**config.mk**
```make
export PLATFORM = sky130hd
export DESIGN_NAME = telnet_iac_negotiation_parser
export DESIGN_NICKNAME = d
export VERILOG_FILES = /design/src/rtl/core/tip_pkg.sv /design/src/rtl/core/telnet_iac_negotiation_parser.sv /design/src/rtl/core/tip_parser.sv /design/src/rtl/core/tip_emitter.sv
export SDC_FILE = /design/constraint.sdc
export NUM_CORES = 1
export LEC_CHECK = 0
export BUFFER_PORTS_ARGS = -buffer_cell sky130_fd_sc_hd__buf_2
export CORE_ASPECT_RATIO = 1.4
export CORE_MARGIN = 2
export CORE_UTILIZATION = 57
export CTS_CLUSTER_SIZE = 30
export DETAILED_ROUTE_END_ITERATION = 16
export GPL_ROUTABILITY_DRIVEN = 0
export PLACE_DENSITY = 0.8
export SYNTH_ARGS = -nofsm -noshare
export SYNTH_HDL_FRONTEND = slang
export SYNTH_SLANG_ARGS = --single-unit
```
**constraint.sdc**
```tcl
create_clock -name clk -period 4.45 [get_ports clk]
set_clock_uncertainty 0.1 [all_clocks]
set_input_delay 0.89 -clock clk [delete_from_list [all_inputs] [get_ports clk]]
set_output_delay 0.89 -clock clk [all_outputs]
set_load 0.02 [all_outputs]
```
**src/rtl/core/tip_pkg.sv**
```systemverilog
// ----------------------------------------------------------------------------
// tip_pkg
// Shared types and constants for the telnet IAC negotiation parser.
// ----------------------------------------------------------------------------
package tip_pkg;

  // Telnet command bytes
  localparam logic [7:0] B_IAC  = 8'hFF;
  localparam logic [7:0] B_SE   = 8'hF0;
  localparam logic [7:0] B_SB   = 8'hFA;
  localparam logic [7:0] B_WILL = 8'hFB;
  localparam logic [7:0] B_WONT = 8'hFC;
  localparam logic [7:0] B_DO   = 8'hFD;
  localparam logic [7:0] B_DONT = 8'hFE;
  localparam logic [7:0] B_IS   = 8'h00;
  localparam logic [7:0] B_SEND = 8'h01;

  // Option codes
  localparam logic [7:0] OPT_TTYPE = 8'h18;
  localparam logic [7:0] OPT_ECHO  = 8'h01;

  // Terminal name storage
  localparam int unsigned NameBytes = 8;
  localparam logic [3:0]  NAME_MAX  = 4'd8;

  // Configuration register indexes
  localparam logic [1:0] REG_TERM_NAME     = 2'd0;
  localparam logic [1:0] REG_TERM_NAME_LEN = 2'd1;

  // Result channels
  localparam logic [1:0] CH_DATA  = 2'd0;
  localparam logic [1:0] CH_REPLY = 2'd1;
  localparam logic [1:0] CH_ECHO  = 2'd2;

  // Negotiation command codes
  localparam logic [1:0] CMD_WILL = 2'd0;
  localparam logic [1:0] CMD_WONT = 2'd1;
  localparam logic [1:0] CMD_DO   = 2'd2;
  localparam logic [1:0] CMD_DONT = 2'd3;

  typedef enum logic [2:0] {
    PH_DATA   = 3'd0,
    PH_IAC    = 3'd1,
    PH_NEG    = 3'd2,
    PH_SBOPT  = 3'd3,
    PH_SBDATA = 3'd4,
    PH_SBIAC  = 3'd5
  } phase_t;

  typedef enum logic [1:0] {
    JOB_NONE  = 2'd0,
    JOB_DATA  = 2'd1,
    JOB_NEG   = 2'd2,
    JOB_TTYPE = 2'd3
  } job_kind_t;

  // Work handed from the parser to the emitter for one input byte
  typedef struct packed {
    job_kind_t  kind;
    logic [7:0] value;    // data byte or option
    logic [7:0] verb;     // reply verb for negotiation
    logic       echo;     // negotiation emits an echo change first
    logic       echo_off; // echo change direction
  } job_t;

endpackage

```
**src/rtl/core/telnet_iac_negotiation_parser.sv**
```systemverilog
// ----------------------------------------------------------------------------
// telnet_iac_negotiation_parser
// Telnet receive-side IAC parser with option negotiation replies.
// ----------------------------------------------------------------------------
// Takes one received byte per transaction. Plain bytes and IAC IAC pass the
// job register and then the output register to channel 0; a plain data stream
// runs at one byte per cycle while out_stall is low. A negotiation answer (3
// reply bytes, 4 with an echo change) or a terminal type reply (6 bytes plus
// the name length) is sent one item per cycle from the result sequencer while
// out_stall is low; in_stall stays high until that job's last item moves into
// the output register. A byte that produces nothing (IAC commands,
// subnegotiation payload) loads no job. The output register lets the next
// byte enter while the previous result waits on out_stall. Write term_name and
// term_name_len only while the block is idle; cfg_ready is always high.
module telnet_iac_negotiation_parser
  import tip_pkg::*;
(
  input  logic                   clk,
  input  logic                   rst,
  input  logic                   in_valid,
  output logic                   in_stall,
  input  logic [7:0]             rx_byte,
  output logic                   out_valid,
  input  logic                   out_stall,
  output logic [1:0]             channel,
  output logic [7:0]             out_byte,
  output logic                   echo_off,
  output logic                   last,
  input  logic                   cfg_valid,
  output logic                   cfg_ready,
  input  logic [1:0]             cfg_index,
  input  logic [8*NameBytes-1:0] cfg_data
);

  logic [8*NameBytes-1:0] term_name;
  logic [3:0]             term_name_len;
  logic                   accept;
  logic                   busy;
  job_t                   job;

  assign cfg_ready = 1'b1;
  assign in_stall  = busy;
  assign accept    = in_valid && !busy;

  // Configuration registers
  always_ff @(posedge clk) begin
    if (rst) begin
      term_name     <= '0;
      term_name_len <= 4'd0;
    end else if (cfg_valid && cfg_ready) begin
      unique case (cfg_index)
        REG_TERM_NAME:     term_name     <= cfg_data;
        REG_TERM_NAME_LEN: term_name_len <= cfg_data[3:0];
        default: ;
      endcase
    end
  end

  tip_parser u_parser (
    .clk     (clk),
    .rst     (rst),
    .accept  (accept),
    .rx_byte (rx_byte),
    .job     (job)
  );

  tip_emitter u_emitter (
    .clk       (clk),
    .rst       (rst),
    .load      (accept && job.kind != JOB_NONE),
    .job_in    (job),
    .name_len  (term_name_len),
    .term_name (term_name),
    .busy      (busy),
    .out_valid (out_valid),
    .out_stall (out_stall),
    .channel   (channel),
    .out_byte  (out_byte),
    .echo_off  (echo_off),
    .last      (last)
  );

endmodule

```
**src/rtl/core/tip_parser.sv**
```systemverilog
// ----------------------------------------------------------------------------
// tip_parser
// Telnet receive state machine: tracks IAC, negotiation and subnegotiation
// phases and turns each accepted byte into a job for the emitter.
// ----------------------------------------------------------------------------
module tip_parser
  import tip_pkg::*;
(
  input  logic       clk,
  input  logic       rst,
  input  logic       accept,
  input  logic [7:0] rx_byte,
  output job_t       job
);

  phase_t     parse_phase, parse_phase_next;
  logic [1:0] neg_command, neg_command_next;
  logic [7:0] sub_option, sub_option_next;
  logic [1:0] sub_count, sub_count_next;
  logic [7:0] sub_first, sub_first_next;

  logic [1:0] count_one;

  // State registers
  always_ff @(posedge clk) begin
    if (rst) begin
      parse_phase <= PH_DATA;
      neg_command <= CMD_WILL;
      sub_option  <= 8'd0;
      sub_count   <= 2'd0;
      sub_first   <= 8'd0;
    end else if (accept) begin
      parse_phase <= parse_phase_next;
      neg_command <= neg_command_next;
      sub_option  <= sub_option_next;
      sub_count   <= sub_count_next;
      sub_first   <= sub_first_next;
    end
  end

  // Payload count after one more byte, saturating at two
  assign count_one = (sub_count == 2'd2) ? 2'd2 : sub_count + 2'd1;

  // Decode the byte against the current phase
  always_comb begin
    parse_phase_next = PH_DATA;
    neg_command_next = neg_command;
    sub_option_next  = sub_option;
    sub_count_next   = sub_count;
    sub_first_next   = sub_first;
    job              = '{kind: JOB_NONE, value: rx_byte, verb: B_WONT,
                         echo: 1'b0, echo_off: 1'b0};
    unique case (parse_phase)
      PH_IAC: begin
        priority if (rx_byte == B_IAC) begin
          job.kind = JOB_DATA;
          parse_phase_next = PH_DATA;
        end else if (rx_byte >= B_WILL && rx_byte <= B_DONT) begin
          neg_command_next = 2'(rx_byte - B_WILL);
          parse_phase_next = PH_NEG;
        end else if (rx_byte == B_SB) begin
          parse_phase_next = PH_SBOPT;
        end else begin
          parse_phase_next = PH_DATA;
        end
      end
      PH_NEG: begin
        job.kind = JOB_NEG;
        if (neg_command == CMD_WILL || neg_command == CMD_WONT) begin
          job.echo     = (rx_byte == OPT_ECHO);
          job.echo_off = (neg_command == CMD_WONT);
          job.verb     = (neg_command == CMD_WONT) ? B_DONT : B_DO;
        end else begin
          job.verb = (neg_command == CMD_DO && rx_byte == OPT_TTYPE) ? B_WILL : B_WONT;
        end
        parse_phase_next = PH_DATA;
      end
      PH_SBOPT: begin
        sub_option_next  = rx_byte;
        sub_count_next   = 2'd0;
        sub_first_next   = 8'd0;
        parse_phase_next = PH_SBDATA;
      end
      PH_SBDATA: begin
        if (rx_byte == B_IAC) begin
          parse_phase_next = PH_SBIAC;
        end else begin
          if (sub_count == 2'd0) begin
            sub_first_next = rx_byte;
          end
          sub_count_next   = count_one;
          parse_phase_next = PH_SBDATA;
        end
      end
      PH_SBIAC: begin
        if (rx_byte == B_SE) begin
          if (sub_option == OPT_TTYPE && sub_count == 2'd1 && sub_first == B_SEND) begin
            job.kind = JOB_TTYPE;
          end
          parse_phase_next = PH_DATA;
        end else begin
          // Escaped IAC adds one payload byte; a stray IAC adds two
          if (sub_count == 2'd0) begin
            sub_first_next = B_IAC;
          end
          sub_count_next   = (rx_byte == B_IAC) ? count_one : 2'd2;
          parse_phase_next = PH_SBDATA;
        end
      end
      default: begin
        if (rx_byte == B_IAC) begin
          parse_phase_next = PH_IAC;
        end else begin
          job.kind = JOB_DATA;
          parse_phase_next = PH_DATA;
        end
      end
    endcase
  end

endmodule

```
**src/rtl/core/tip_emitter.sv**
```systemverilog
// ----------------------------------------------------------------------------
// tip_emitter
// Holds one job and steps through its result items into the output register,
// one per cycle while the output register is not stalled.
// ----------------------------------------------------------------------------
module tip_emitter
  import tip_pkg::*;
(
  input  logic                   clk,
  input  logic                   rst,
  input  logic                   load,
  input  job_t                   job_in,
  input  logic [3:0]             name_len,
  input  logic [8*NameBytes-1:0] term_name,
  output logic                   busy,
  output logic                   out_valid,
  input  logic                   out_stall,
  output logic [1:0]             channel,
  output logic [7:0]             out_byte,
  output logic                   echo_off,
  output logic                   last
);

  logic       job_valid;
  job_t       job;
  logic [3:0] idx;
  logic [3:0] n_len;

  logic       out_load;
  logic       emit;
  logic [3:0] last_idx;
  logic       job_last;
  logic [1:0] item_channel;
  logic [7:0] item_byte;
  logic       item_echo_off;
  logic [2:0] name_sel;

  assign out_load = !out_valid || !out_stall;
  assign emit     = job_valid && out_load;
  assign job_last = (idx == last_idx);
  assign busy     = job_valid && !(emit && job_last);
  assign name_sel = 3'(n_len + 4'd3 - idx);

  // Job register and item counter
  always_ff @(posedge clk) begin
    if (rst) begin
      job_valid <= 1'b0;
    end else if (load) begin
      job_valid <= 1'b1;
    end else if (emit && job_last) begin
      job_valid <= 1'b0;
    end
  end

  always_ff @(posedge clk) begin
    if (load) begin
      job   <= job_in;
      n_len <= (name_len > NAME_MAX) ? NAME_MAX : name_len;
      idx   <= (job_in.kind == JOB_NEG && !job_in.echo) ? 4'd1 : 4'd0;
    end else if (emit) begin
      idx <= idx + 4'd1;
    end
  end

  // Select the current item
  always_comb begin
    item_channel  = CH_REPLY;
    item_byte     = 8'd0;
    item_echo_off = 1'b0;
    last_idx      = 4'd0;
    unique case (job.kind)
      JOB_DATA: begin
        item_channel = CH_DATA;
        item_byte    = job.value;
      end
      JOB_NEG: begin
        last_idx = 4'd3;
        unique case (idx)
          4'd0: begin
            item_channel  = CH_ECHO;
            item_echo_off = job.echo_off;
          end
          4'd1:    item_byte = B_IAC;
          4'd2:    item_byte = job.verb;
          default: item_byte = job.value;
        endcase
      end
      JOB_TTYPE: begin
        last_idx = n_len + 4'd5;
        priority if (idx == 4'd0) begin
          item_byte = B_IAC;
        end else if (idx == 4'd1) begin
          item_byte = B_SB;
        end else if (idx == 4'd2) begin
          item_byte = OPT_TTYPE;
        end else if (idx == 4'd3) begin
          item_byte = B_IS;
        end else if (idx == last_idx) begin
          item_byte = B_SE;
        end else if (idx == last_idx - 4'd1) begin
          item_byte = B_IAC;
        end else begin
          item_byte = term_name[8*name_sel +: 8];
        end
      end
      default: begin
        item_channel = CH_DATA;
      end
    endcase
  end

  // Output register
  always_ff @(posedge clk) begin
    if (rst) begin
      out_valid <= 1'b0;
    end else if (out_load) begin
      out_valid <= job_valid;
    end
  end

  always_ff @(posedge clk) begin
    if (emit) begin
      channel  <= item_channel;
      out_byte <= item_byte;
      echo_off <= item_echo_off;
      last     <= job_last;
    end
  end

`ifndef SYNTHESIS
  a_idx_range: assert property (@(posedge clk) disable iff (rst)
    job_valid |-> idx <= last_idx)
    else $error("item counter ran past the last item of the job");

  a_job_holds: assert property (@(posedge clk) disable iff (rst)
    (job_valid && !emit) |=> (job_valid && $stable(idx)))
    else $error("job changed while the output register was stalled");

  a_job_continues: assert property (@(posedge clk) disable iff (rst)
    (emit && !job_last) |=> job_valid)
    else $error("job dropped before its last item");

  a_echo_not_last: assert property (@(posedge clk) disable iff (rst)
    (out_valid && channel == CH_ECHO) |-> !last)
    else $error("echo change marked as last item");

  a_no_load_busy: assert property (@(posedge clk) disable iff (rst)
    busy |-> !load)
    else $error("new job loaded while the current one is in flight");
`endif

endmodule

```
## After elaboration in Yosys (flattened, before gate mapping)

Cells that the tools add are included.
W data, S select, Z words.

| word-level totals | value |
|---|---|
| flip-flop bits (word level) | 132 |
| input port bits | 79 |
| output and inout port bits | 15 |
| word-level logic and storage cells | 139 |

| operators by class | value |
|---|---|
| add/sub/neg operators | 7 |
| order comparisons | 3 |
| eq/ne operators | 31 |
| shift-type cells | 1 |
| muxes and demuxes | 43 |
| bitwise gates (word level) | 1 |
| reduce and logical (&&, ||, !) cells | 34 |

Operators by type and width:

| kind | count |
|---|---|
| $mux W8 | 10 |
| $pmux W8 S3 | 3 |
| $shiftx A64 B7 Y8 | 1 |
| $eq A8 B8 Y1 const B | 3 |
| $mux W2 | 11 |
| $eq A8 B1 Y1 const B | 2 |
| $eq A8 B5 Y1 const B | 2 |
| $mux W3 | 5 |
| $pmux W3 S5 | 1 |
| $eq A4 B4 Y1 | 3 |
| $eq A2 B2 Y1 const B | 5 |
| $logic_and A1 B1 Y1 | 10 |
| $reduce_and A2 Y1 | 5 |
| $eq A2 B1 Y1 const B | 4 |
| $eq A4 B2 Y1 const B | 2 |
| $ge A8 B8 Y1 const B | 1 |
| $le A8 B8 Y1 const B | 1 |
| $mux W4 | 2 |
| $pmux W2 S4 | 1 |
| $pmux W4 S2 | 1 |
| $reduce_and A4 Y1 | 2 |
| $mux W1 | 7 |
| $eq A3 B2 Y1 const B | 2 |
| $eq A3 B3 Y1 const B | 2 |
| other kinds (23) | 34 |

## Logic depth before layout (Yosys ltp)

Gate-level depths: netlist (run 1).

| depth | value |
|---|---|
| depth in word-level cells | 10 |
| depth in mapped cells | 9 |
| mapped depth without buffers | 8 |

## By module

Synthesis (run 1) repeated with hierarchy kept, for this count alone.

| unflattened totals | value |
|---|---|
| cell total of the unflattened synthesis | 698 |
| area, all modules | 7223.2 um^2 |

Modules (own cells, without submodules):

| module | instances | cells each | area each (um^2) | seq. area each (um^2) |
|---|---|---|---|---|
| telnet_iac_negotiation_parser | 1 | 295 | 3101.7 | 1361.3 |
| tip_emitter | 1 | 225 | 2611.3 | 1211.2 |
| tip_parser | 1 | 178 | 1510.2 | 460.4 |

## Worst setup path after synthesis (run 1)

No wires, ideal clock.

| path | value |
|---|---|
| path type | input-to-reg |
| start | input port rx_byte[1] |
| end | register u_emitter.idx[0], enable pin |
| setup time | 0.309 ns |
| arrival | 3.070 ns |
| data required time | 4.041 ns |
| path slack | 0.972 ns |
| cell stages on the path | 8 |
| path buffers | 0 |
| path through | inv_1 > ha_1 > nand2_1 > nor4_1 > nor3b_1 > a211oi_1 > nor2_1 > or2_1 |

| between the ends | value |
|---|---|
| longest elaborated chain between the ends | 6 |
| elaborated cells on any way between the ends | 9 |
| classes of those cells | eq/ne (2); mux (4); reduce/logical (3) |

Ends and longest elaborated chain:

| element | RTL line | source |
|---|---|---|
| start: declaration | telnet_iac_negotiation_parser.sv:22 | `input logic [7:0] rx_byte,` |
| $eq A8 B8 Y1 (on tied branches) | tip_parser.sv:55, tip_parser.sv:111, tip_parser.sv:96 |  |
| $mux W1 (tied with other cells) | tip_parser.sv:111 | `if (rx_byte == B_IAC) begin` |
| $pmux W2 S4 * | tip_parser.sv:53 | `unique case (parse_phase)` |
| $reduce_bool A2 Y1 * | telnet_iac_negotiation_parser.sv:70 | `.load (accept && job.kind != JOB_NONE),` |
| $logic_and A1 B1 Y1 * | telnet_iac_negotiation_parser.sv:70 |  |
| named net u_emitter.load | tip_emitter.sv:11 | `input logic load,` |
| $reduce_bool A2 Y1 (no line) * | - |  |
| end signal: assignment | tip_emitter.sv:59 | `idx <= (job_in.kind == JOB_NEG && !job_in.echo) ? 4'd1 : 4'd0;` |
| end signal: assignment | tip_emitter.sv:61 | `idx <= idx + 4'd1;` |
| end: declaration | tip_emitter.sv:26 | `logic [3:0] idx;` |

Mark *: on every way through the listed nets, which the timed path passes. The rest lies on a longest branch.
A chain may end at the register's enable or synchronous reset.

## Final worst setup path (run 1)

| path | value |
|---|---|
| start | register u_emitter.n_len[0] |
| end | register u_emitter.idx[2], data pin |

| between the ends | value |
|---|---|
| longest elaborated chain between the ends | 10 |

Ends and longest elaborated chain:

| element | RTL line | source |
|---|---|---|
| start: declaration | tip_emitter.sv:27 | `logic [3:0] n_len;` |
| start signal: assignment | tip_emitter.sv:58 | `n_len <= (name_len > NAME_MAX) ? NAME_MAX : name_len;` |
| $add A4 B3 Y4 | tip_emitter.sv:89 | `last_idx = n_len + 4'd5;` |
| $pmux W4 S2 | tip_emitter.sv:71 | `unique case (job.kind)` |
| $eq A4 B4 Y1 | tip_emitter.sv:40 | `assign job_last = (idx == last_idx);` |
| $logic_and A1 B1 Y1 | tip_emitter.sv:41 | `assign busy = job_valid && !(emit && job_last);` |
| $logic_not A1 Y1 | tip_emitter.sv:41 |  |
| $logic_and A1 B1 Y1 | tip_emitter.sv:41 |  |
| $logic_not A1 Y1 | telnet_iac_negotiation_parser.sv:43 | `assign accept = in_valid && !busy;` |
| $logic_and A1 B1 Y1 | telnet_iac_negotiation_parser.sv:43 |  |
| $logic_and A1 B1 Y1 | telnet_iac_negotiation_parser.sv:70 |  |
| named net u_emitter.load | tip_emitter.sv:11 |  |
| $mux W4 | tip_emitter.sv:56 | `if (load) begin` |

The timed path passes the listed nets, and every way through them passes these cells.

==> flow_metrics.py, run 1 <==
metrics = {
    "floorplanning": {
        "die-area_sq_um": 11600,
        "fp-row-count": 44,
        "start_util_pct": 58.8,
        "ios": 94,
        "fp.dieH_um": 127,
        "die_w_um": 91.6,
        "core-area_sq_um": 10400,
    },
    "worst_setup_path": {
        "end_kind": "flop",
        "path_cells": "ha_1 -> xnor2_1 -> xnor2_1 -> a21oi_2 -> o32a_1 -> nor2_1 -> buf_4 -> nor2_1",
        "cp.required_ns": 4.51,
        "crit_path_start_kind": "flop",
        "critPathMaxStageDelay_ns": 0.71,
        "crit_fanout": 13,
        "worstSetupPathType": "reg -> reg",
        "cp_slowest_cell": "nor2_1",
        "arrival_ns": 3.57,
    },
    "logic_synthesis": {
        "synth_cells": 674,
        "syn-num-nets": 768,
        "ys_async_sr_fraction_pct": 0,
        "synth_cell_type_count": 58,
        "ys_seq_area_share_pct": 47.1,
        "synth_edf_count": 34,
        "postSynthAreaPerCell_sq_um": 9.08,
        "yosysWarnings": 0,
        "ys_seq_elements": 127,
        "syn-cell-area_sq_um": 6120,
        "yosys_most_used_dff": "dfxtp_1",
    },
    "pwr": {
        "power_density_nw_per_um2": 475,
        "power.leakage_nw": 2.71,
        "ir_drop_v": 0.000345,
    },
    "clocking": {
        "numCtsBuffers": 17,
        "cts_tree": "done",
        "ctsHoldBuffers": 0,
        "cts_max_path_buffers": 2,
        "cts-root-buf": "clkbuf_16",
        "post_cts_buffers": 0,
        "clock_latency_ns": 0.41,
        "cts.sinks": 127,
        "cts-htree-levels": 4,
        "clkTransAtPathRegs_ns": 0.05,
        "ctsResizeCount": 0,
    },
    "global_route": {
        "gr-total-overflow": 0,
        "grtUsageTotal_pct": 25.8,
        "antenna_found_initial": 0,
        "grt_pass1_wl_um": 23900,
        "grt_pass1_vias": 5044,
        "grt_max_degree": 94,
    },
    "drt": {
        "drt-initial-drc-count": 429,
        "drtPass1Iterations": 7,
        "drc": 0,
        "vias": 5267,
        "wl_per_cell_um": 16.2,
        "via_per_inst": 5.87,
        "ant_nets": 0,
        "wirelength_um": 14600,
    },
    "sta": {
        "drv_slew": 0,
        "whs_ns": 0.356,
        "fmax_mhz": 285,
        "rsz0062_at_grt": "no",
        "hold_viol": 0,
        "tns_ns": 0,
        "fin_crit_sh_pct": 79.0,
        "relSlewSlack_pct": 15.5,
        "tightestPinTransition_ns": 1.27,
        "period_minus_slack_ns": 3.51,
        "setup_viol": 0,
    },
    "flow_run": {
        "maxCapViolCount": 0,
    },
    "placed_design": {
        "dp_hpwl_um": 9920,
        "io_buffers": 92,
    },
    "run_status": {
        "status": "complete, no violations",
    },
    "finish": {
        "drive_above_1_share_pct": 19.2,
        "syn_to_final_growth_pct": 16.9,
        "nets": 841,
        "diodes": 0,
        "layout_common_cells": "nand2_1 (155), dfxtp_1 (93), buf_2 (92)",
        "final_common_cell": "nand2_1",
    },
    "hold_path": {
        "hp-class": "reg -> reg",
    },
}
-- worst paths after layout --
kind	start	to	slack, ns	cells after the start
setup / recovery	u_emitter.n_len[0]	u_emitter.idx[2]	0.94	8
hold / removal	term_name[36]	term_name[36]	0.36	2
hold reg to reg	term_name[36]	term_name[36]	0.36	2
setup reg to reg	u_emitter.n_len[0]	u_emitter.idx[2]	0.94	8
-- sequential cells by signal, indices dropped and copies added, names as in the netlist, 2 cells and up --
| name | cells |
|---|---|
| u_parser.parse_phase | 3 |
| term_name | 64 |
| u_emitter.idx | 4 |
| u_emitter.job | 14 |
| u_emitter.channel | 2 |
| u_parser.sub_first | 8 |
| u_parser.sub_count | 2 |
| u_parser.sub_option | 8 |
| u_emitter.out_byte | 8 |
| u_parser.neg_command | 2 |
| term_name_len | 4 |
| u_emitter.n_len | 4 |
-- cell usage after synthesis (all sizes together) (3+ instances only) --
master	instances	share of area, %
nand3b	4	0.49
clkbuf	32	2.0
nand2b	9	0.92
a31oi	6	0.61
nor3b	3	0.37
mux4	16	5.9
o32ai	10	1.4
buf	10	0.90
mux2i	20	3.3
a21oi	86	7.1
nor4b	4	0.57
a211o	3	0.43
inv	24	1.5
nand4	5	0.51
o21ai	17	1.4
nor2b	7	0.72
nand3	9	0.74
or3b	4	0.57
nor3	10	0.90
a211oi	3	0.37
xor2	3	0.43
dfxtp	93	30
nand2	155	9.5
nor2	44	2.7
xnor2	10	1.7
or2	3	0.35
ha	15	3.1
nor4	3	0.31
and2	5	0.51
edfxtp	34	17
-- area by class of cell --
type                            instances  area (sq um)
Clock buffer                           27           515
Clock inverter                          5          27.5
Fill cell                             806          3250
Inverter                               24          90.1
Multi-Input combinational cell        481          2980
Sequential cell                       127          2880
Tap cell                              138           173
Timing Repair Buffer                   96           490
-- per-layer routing --
layer	wire [um]	up-vias	share of wire, %	GRT usage (%)
li1	-	2508	-	-
met1	5830	2507	40	31.6
met2	7670	226	53	44.7
met5	0	-	0	0
met3	792	26	5.4	6.29
met4	258	0	1.8	7.84
-- cells by family (layout without fill, tap and decap cells) --
| family | count (synthesis) | after routing | synth area share [%] |
|---|---|---|---|
| buf+inv | 66 | 152 | 4.33 |
| other cells | 1 | 1 | 0.0613 |
| fa+ha+maj | 15 | 15 | 3.07 |
| compound gates | 143 | 143 | 14.0 |
| simple gates | 273 | 273 | 20.2 |
| xor+xnor | 13 | 13 | 2.11 |
| flops | 127 | 127 | 47.1 |
| mux | 36 | 36 | 9.16 |
-- worst max-delay path: cells and delay by family, from the launching register on --
| kind | cells | cell delay (ns) |
|---|---|---|
| compound gates | 2 | 0.72 |
| xor+xnor | 2 | 0.53 |
| fa+ha+maj | 1 | 0.27 |
| buf+inv | 1 | 0.34 |
| flops | 1 | 0.51 |
| simple gates | 2 | 0.80 |
-- metrics by stage --
step	power, W	cell area, sq um	std cells	utilization, %	setup slack [ns]
after floorplan	0.00194	6120	674	-	0.972
after global placement	0.00212	6610	866	63.6	0.997
after detailed placement	0.00214	6610	866	63.6	0.773
after CTS	0.00340	7160	898	68.8	0.941
after global routing	0.00353	7160	898	68.8	0.651
final	0.00340	7160	898	68.8	0.936
-- power breakdown --
group          switching (W)  internal (W)  leakage [nW]
clock               0.000474      0.000789         0.265
combinational       0.000466      0.000329          1.36
sequential         0.0000603       0.00128          1.08
total                0.00100       0.00240          2.71
(Power assumes the default switching activity.)
==> run 2: changes to the inputs <==
--- a/config.mk
+++ b/config.mk
@@ -5,14 +5,15 @@
 export SDC_FILE = /design/constraint.sdc
 export NUM_CORES = 1
 export LEC_CHECK = 0
+export ABC_AREA = 1
 export BUFFER_PORTS_ARGS = -buffer_cell sky130_fd_sc_hd__buf_2
 export CORE_ASPECT_RATIO = 1.4
 export CORE_MARGIN = 2
-export CORE_UTILIZATION = 57
+export CORE_UTILIZATION = 52
 export CTS_CLUSTER_SIZE = 30
 export DETAILED_ROUTE_END_ITERATION = 16
 export GPL_ROUTABILITY_DRIVEN = 0
-export PLACE_DENSITY = 0.8
+export PLACE_DENSITY = 0.77
 export SYNTH_ARGS = -nofsm -noshare
 export SYNTH_HDL_FRONTEND = slang
 export SYNTH_SLANG_ARGS = --single-unit
==> constraint.sdc (replaced) <==
create_clock -name clk -period 3.15 [get_ports clk]
set_clock_uncertainty 0.1 [all_clocks]
set_input_delay 0.63 -clock clk [delete_from_list [all_inputs] [get_ports clk]]
set_output_delay 0.63 -clock clk [all_outputs]
set_load 0.02 [all_outputs]
==> flow_metrics.py, run 2 <==
metrics = {
    "clocking": {
        "cts_tree": "done",
        "cts-root-buf": "clkbuf_16",
        "cts_max_path_buffers": 2,
        "post_cts_buffers": 0,
        "cts.sinks": 127,
        "clock_latency_ns": 0.42,
        "ctsResizeCount": 0,
        "cts-htree-levels": 4,
        "clkTransAtPathRegs_ns": 0.06,
        "ctsHoldBuffers": 0,
        "numCtsBuffers": 17,
    },
    "global_route": {
        "grt_pass1_vias": 5583,
        "antenna_found_initial": 0,
        "grtUsageTotal_pct": 25.0,
        "gr-total-overflow": 0,
        "grt_max_degree": 65,
        "grt_pass1_wl_um": 26300,
    },
    "logic_synthesis": {
        "synth_cell_type_count": 41,
        "syn-num-nets": 946,
        "synth_cells": 852,
        "syn-cell-area_sq_um": 6260,
        "yosysMostFrequentCell": "nor2_1",
        "ys_seq_area_share_pct": 46.0,
        "yosys_most_used_dff": "dfxtp_1",
        "ys_async_sr_fraction_pct": 0,
        "postSynthAreaPerCell_sq_um": 7.35,
        "synth_top_area_cell": "dfxtp_1",
        "yosysWarnings": 0,
        "ys_seq_elements": 127,
        "yosysTopAreaCellShare_pct": 29.7,
        "synth_edf_count": 34,
        "synthTopCellsByCount": "nor2_1 (213), nand2_1 (135), o21ai_0 (118), dfxtp_1 (93), inv_1 (63)",
        "netlist_top_cells_area": "dfxtp_1 (30%), edfxtp_1 (16%), nor2_1 (13%)",
    },
    "floorplanning": {
        "die_w_um": 96.7,
        "fp-row-count": 47,
        "ios": 94,
        "die-area_sq_um": 12900,
        "start_util_pct": 53.2,
        "core-area_sq_um": 11800,
        "fp.dieH_um": 134,
    },
    "hold_path": {
        "min_from": "cfg_data[25]",
        "hp-class": "in -> reg",
        "whs_endpoint": "term_name[25]",
        "holdPathStages": 3,
    },
    "sta": {
        "drv_slew": 0,
        "tightestPinTransition_ns": 0.802,
        "setup_viol": 0,
        "relSlewSlack_pct": 46.5,
        "period_minus_slack_ns": 2.97,
        "hold_viol": 0,
        "fin_crit_sh_pct": 94.4,
        "fmax_mhz": 336,
        "worst_slack_ns": 0.177,
        "rsz0062_at_grt": "no",
        "tns_ns": 0,
    },
    "placed_design": {
        "post-place-ws_ns": 0.453,
        "placed_area_sq_um": 6840,
        "dp_hpwl_um": 11100,
        "io_buffers": 92,
    },
    "drt": {
        "vias": 5821,
        "drc": 0,
        "wirelength_um": 16000,
        "ant_nets": 0,
        "drt-initial-drc-count": 283,
        "via_per_inst": 5.32,
        "wl_per_cell_um": 14.6,
        "drtPass1Iterations": 5,
    },
    "finish": {
        "nets": 1029,
        "largest_reg_flops": 64,
        "layout_common_cells": "nor2_1 (213), nand2_1 (135), o21ai_0 (118)",
        "top_register": "term_name",
        "reg_top3": "term_name x64, u_emitter.job x14",
        "syn_to_final_growth_pct": 19.6,
        "fillCellCount": 1052,
        "drive_above_1_share_pct": 17.4,
        "final_common_cell": "nor2_1",
        "diodes": 0,
        "fin_area_sq_um": 7490,
    },
    "flow_run": {
        "maxCapViolCount": 0,
    },
    "pwr": {
        "ir_drop_v": 0.000440,
        "power_density_nw_per_um2": 841,
        "power.leakage_nw": 3.47,
    },
    "worst_setup_path": {
        "r2r-start": "u_emitter.idx[1]",
        "crit_fanout": 8,
        "cp.required_ns": 2.42,
        "crit_path_start_kind": "flop",
        "rr_endpoint": "u_emitter.out_byte[3]",
        "ff2ff_path_depth": 12,
        "arrival_ns": 2.24,
        "worstSetupPathType": "reg -> out",
        "r2r_setup_slack_ns": 0.37,
        "end_kind": "output port",
    },
    "run_status": {
        "status": "complete, no violations",
    },
}
## run 2: changes by cell type after synthesis, sizes merged, moves of 11 or more
cell / before / now
nor2: 44 / 217
a21oi: 86 / 33
o22ai: 2 / 15
nand2: 155 / 144
mux2i: 20 / 0
inv: 24 / 73
mux4: 16 / 0
o21ai: 17 / 127
nand3: 9 / 23
## run 2: kinds of logic after synthesis
| group | Yosys count | synth area share (%) |
|---|---|---|
| adder cells (fa/ha/maj) | 15 | 3.00 |
| flip-flops | 127 | 46.0 |
| AO/OA/AOI/OAI | 179 | 15.0 |
| buffers and inverters | 111 | 6.97 |
| other | 1 | 0.0599 |
| XOR/XNOR | 7 | 1.40 |
| AND/OR/NAND/NOR | 412 | 27.5 |
## run 2: worst max path at each step
stage	from	to	slack, ns	cells after the start
2_1_floorplan	u_emitter.n_len[0]	u_emitter.job[0]	0.61	11
3_3_place_gp	rx_byte[1]	u_emitter.job[3]	0.52	9
3_5_place_dp	rx_byte[0]	u_emitter.job[0]	0.45	12
4_1_cts	u_emitter.n_len[0]	in_stall	0.16	10
5_1_grt	u_emitter.n_len[0]	in_stall	0.08	10
6_report	u_emitter.n_len[0]	in_stall	0.18	10
## run 2: where the power goes
part           internal (W)  switching [W]  total (W)  leakage, nW
logic              0.000757        0.00143    0.00219         2.08
clock network       0.00136       0.000737    0.00210        0.316
registers           0.00189       0.000116    0.00200         1.08
total               0.00401        0.00229    0.00629         3.47
## run 2: critical path, stage by stage, from the launching register on
cell	delay, ns
edfxtp_1	0.51
ha_1	0.39
nand2_1	0.12
nand2_1	0.07
nand2_1	0.06
nand3_1	0.11
nor2_4	0.14
nand3_4	0.10
nand2_2	0.13
inv_1	0.05
buf_2	0.15
## run 2: through the flow
step	total power, W	hold slack [ns]	util [%]	instances
2_1_floorplan	0.00362	0.341	-	852
3_3_place_gp	0.00415	0.348	58.2	1063
3_5_place_dp	0.00416	0.346	58.2	1063
4_1_cts	0.00629	0.327	63.6	1095
5_1_grt	0.00665	0.330	63.6	1095
6_report	0.00629	0.334	63.6	1095
## run 2: cell type report
type	instances	area, sq um	share of cell area (%)
multi-input combinational	614	2950	39.4
sequential	127	2880	38.5
timing repair buffer	101	553	7.39
tap	147	184	2.46
clock inverter	11	150	2.01
clock buffer	21	492	6.57
inverter	74	278	3.71
## run 2: routing by layer
metal / part of all wire, % / routed length [um] / vias up / track usage [%]
met5: 0 / 0 / - / 0
met2: 52 / 8350 / 196 / 46.4
met4: 4.2 / 674 / 0 / 11.9
met3: 4.8 / 771 / 49 / 5.05
li1: - / - / 2946 / -
met1: 39 / 6160 / 2630 / 27.2
==> run 3: changes to the inputs <==
--- a/config.mk
+++ b/config.mk
@@ -9,11 +9,11 @@
 export BUFFER_PORTS_ARGS = -buffer_cell sky130_fd_sc_hd__buf_2
 export CORE_ASPECT_RATIO = 1.4
 export CORE_MARGIN = 2
-export CORE_UTILIZATION = 52
+export CORE_UTILIZATION = 45
 export CTS_CLUSTER_SIZE = 30
 export DETAILED_ROUTE_END_ITERATION = 16
 export GPL_ROUTABILITY_DRIVEN = 0
-export PLACE_DENSITY = 0.77
+export PLACE_DENSITY = 0.68
 export SYNTH_ARGS = -nofsm -noshare
 export SYNTH_HDL_FRONTEND = slang
 export SYNTH_SLANG_ARGS = --single-unit
==> flow_metrics.py, run 3 (synthesized netlist as in run 2, its figures left out) <==
metrics = {
    "run_status": {
        "status": "complete, no violations",
    },
    "worst_setup_path": {
        "path_buf_inv": 2,
        "crit_family": "simple AND/OR/NAND/NOR gates",
        "crit_path_start_kind": "flop",
        "rr_endpoint": "u_emitter.out_byte[6]",
        "path_cells": "ha_1 -> nand2_1 -> nand2_1 -> nand2_1 -> nand3_1 -> nor2_4 -> nand3_4 -> nand2_2 -> inv_1 -> buf_2",
        "crit_fanout": 8,
        "end_kind": "output port",
        "ff2ff_path_depth": 13,
        "r2r_setup_slack_ns": 0.51,
        "crit_top_cell": "nand2_1",
        "critPathMaxStageDelay_ns": 0.51,
        "worstSetupPathType": "reg -> out",
        "cp_slowest_cell": "edfxtp_1",
        "arrival_ns": 2.22,
        "cp.required_ns": 2.42,
        "r2r-start": "u_emitter.idx[1]",
    },
    "clocking": {
        "numCtsBuffers": 17,
        "cts_max_path_buffers": 2,
        "cts.sinks": 127,
        "cts-root-buf": "clkbuf_16",
        "cts-htree-levels": 4,
        "post_cts_buffers": 0,
        "ctsResizeCount": 0,
        "ctsHoldBuffers": 0,
        "clkTransAtPathRegs_ns": 0.06,
        "clock_latency_ns": 0.42,
        "cts_tree": "done",
    },
    "drt": {
        "wl_per_cell_um": 13.6,
        "drt-initial-drc-count": 275,
        "ant_nets": 0,
        "wl_met3_um": 649,
        "drtPass1Iterations": 4,
        "wirelength_um": 15400,
        "top_layer_used": "met4",
        "via_per_inst": 4.93,
        "wl_met1_um": 6220,
        "drc": 0,
        "vias": 5589,
        "dr_wl_met2_um": 8030,
    },
    "pwr": {
        "power.leakage_nw": 3.46,
        "ir_drop_v": 0.000370,
        "total_power_w": 0.00615,
        "power_density_nw_per_um2": 819,
    },
    "placed_design": {
        "io_buffers": 92,
        "dp_hpwl_um": 11200,
        "placed_area_sq_um": 6900,
        "post-place-ws_ns": 0.449,
        "dp.cells": 1102,
    },
    "finish": {
        "nets": 1030,
        "seq_area_sq_um": 2880,
        "drive_above_1_share_pct": 17.4,
        "top_register": "term_name",
        "fillCellCount": 1347,
        "diodes": 0,
        "reg_top3": "term_name x64, u_emitter.job x14",
        "largest_reg_flops": 64,
        "layout_common_cells": "nor2_1 (213), nand2_1 (135), o21ai_0 (118)",
        "multi_input_area_sq_um": 2950,
        "syn_to_final_growth_pct": 19.8,
        "stdcell_count": 1134,
        "fin_area_sq_um": 7500,
        "final_common_cell": "nor2_1",
    },
    "floorplanning": {
        "die_w_um": 104,
        "ios": 94,
        "die-area_sq_um": 14900,
        "fp-row-count": 51,
        "start_util_pct": 45.4,
        "core-area_sq_um": 13800,
        "fp.dieH_um": 144,
    },
    "sta": {
        "period_minus_slack_ns": 2.95,
        "fmax_mhz": 339,
        "relSlewSlack_pct": 63.9,
        "setup_viol": 0,
        "drv_slew": 0,
        "worst_slack_ns": 0.202,
        "tns_ns": 0,
        "tightestPinTransition_ns": 0.542,
        "fin_crit_sh_pct": 93.6,
        "hold_viol": 0,
        "rsz0062_at_grt": "no",
    },
    "hold_path": {
        "holdPathStages": 3,
        "hp-class": "in -> reg",
        "min_from": "cfg_data[61]",
        "whs_endpoint": "term_name[61]",
    },
    "global_route": {
        "antenna_found_initial": 0,
        "grt_max_degree": 69,
        "grt_pass1_wl_um": 25400,
        "gr-total-overflow": 0,
        "grt_pass1_vias": 5343,
        "grtUsageTotal_pct": 21.4,
    },
    "flow_run": {
        "maxCapViolCount": 0,
    },
}
==> run 3: cell types whose count changed in the layout (fill, tap and decap cells not counted), sizes merged <==
cell | before | now
clkbuf | 21 | 20
buf | 101 | 102
bufinv | 3 | 2
inv | 76 | 75
clkinv | 5 | 9
clkinvlp | 1 | 0
==> run 3: report_power, final <==
part           internal [W]  switching [W]
Sequential          0.00189       0.000109
Clock               0.00124       0.000743
Combinational      0.000765        0.00140
==> run 3: worst register-to-register path, delay by kind of cell (launching register included) <==
kind	cells	cell delay [ns]
xor gates and xnor gates	2	0.54
adders and majority gates	2	0.44
buffers and inverters	2	0.28
DFF	1	0.47
and+or+nand+nor	7	0.57
==> run 3: final cells by class <==
class / instances / area share [%]
Multi-Input combinational cell: 614 / 39.3
Sequential cell: 127 / 38.4
Timing Repair Buffer: 102 / 7.47
Clock buffer: 20 / 6.24
Inverter: 74 / 3.70
Tap cell: 185 / 3.09
Clock inverter: 12 / 1.78
==> run 3: metrics by stage <==
stage	utilization, %	hold WS [ns]
6_report	54.4	0.331
5_1_grt	54.4	0.334
4_1_cts	54.4	0.322
3_5_place_dp	50.1	0.356
3_3_place_gp	50.1	0.344
2_1_floorplan	-	0.341
==> run 3: worst max-delay path by stage <==
stage / from / endpoint / slack (ns) / cells after the start
floorplan: u_emitter.n_len[0] / u_emitter.job[0] / 0.61 / 11
global placement: rx_byte[0] / u_emitter.job[0] / 0.49 / 12
detailed placement: rx_byte[0] / u_emitter.job[16] / 0.45 / 12
CTS: u_emitter.n_len[0] / in_stall / 0.16 / 10
global route: u_emitter.n_len[0] / in_stall / 0.02 / 10
finish: u_emitter.n_len[0] / in_stall / 0.20 / 10
==> run 3: routing by layer <==
layer  track usage (%)  vias to the layer above
li1                  -                     2948
met4              9.53                        0
met1              23.0                     2478
met2              40.0                      131
met5                 0                        -
met3              5.03                       32
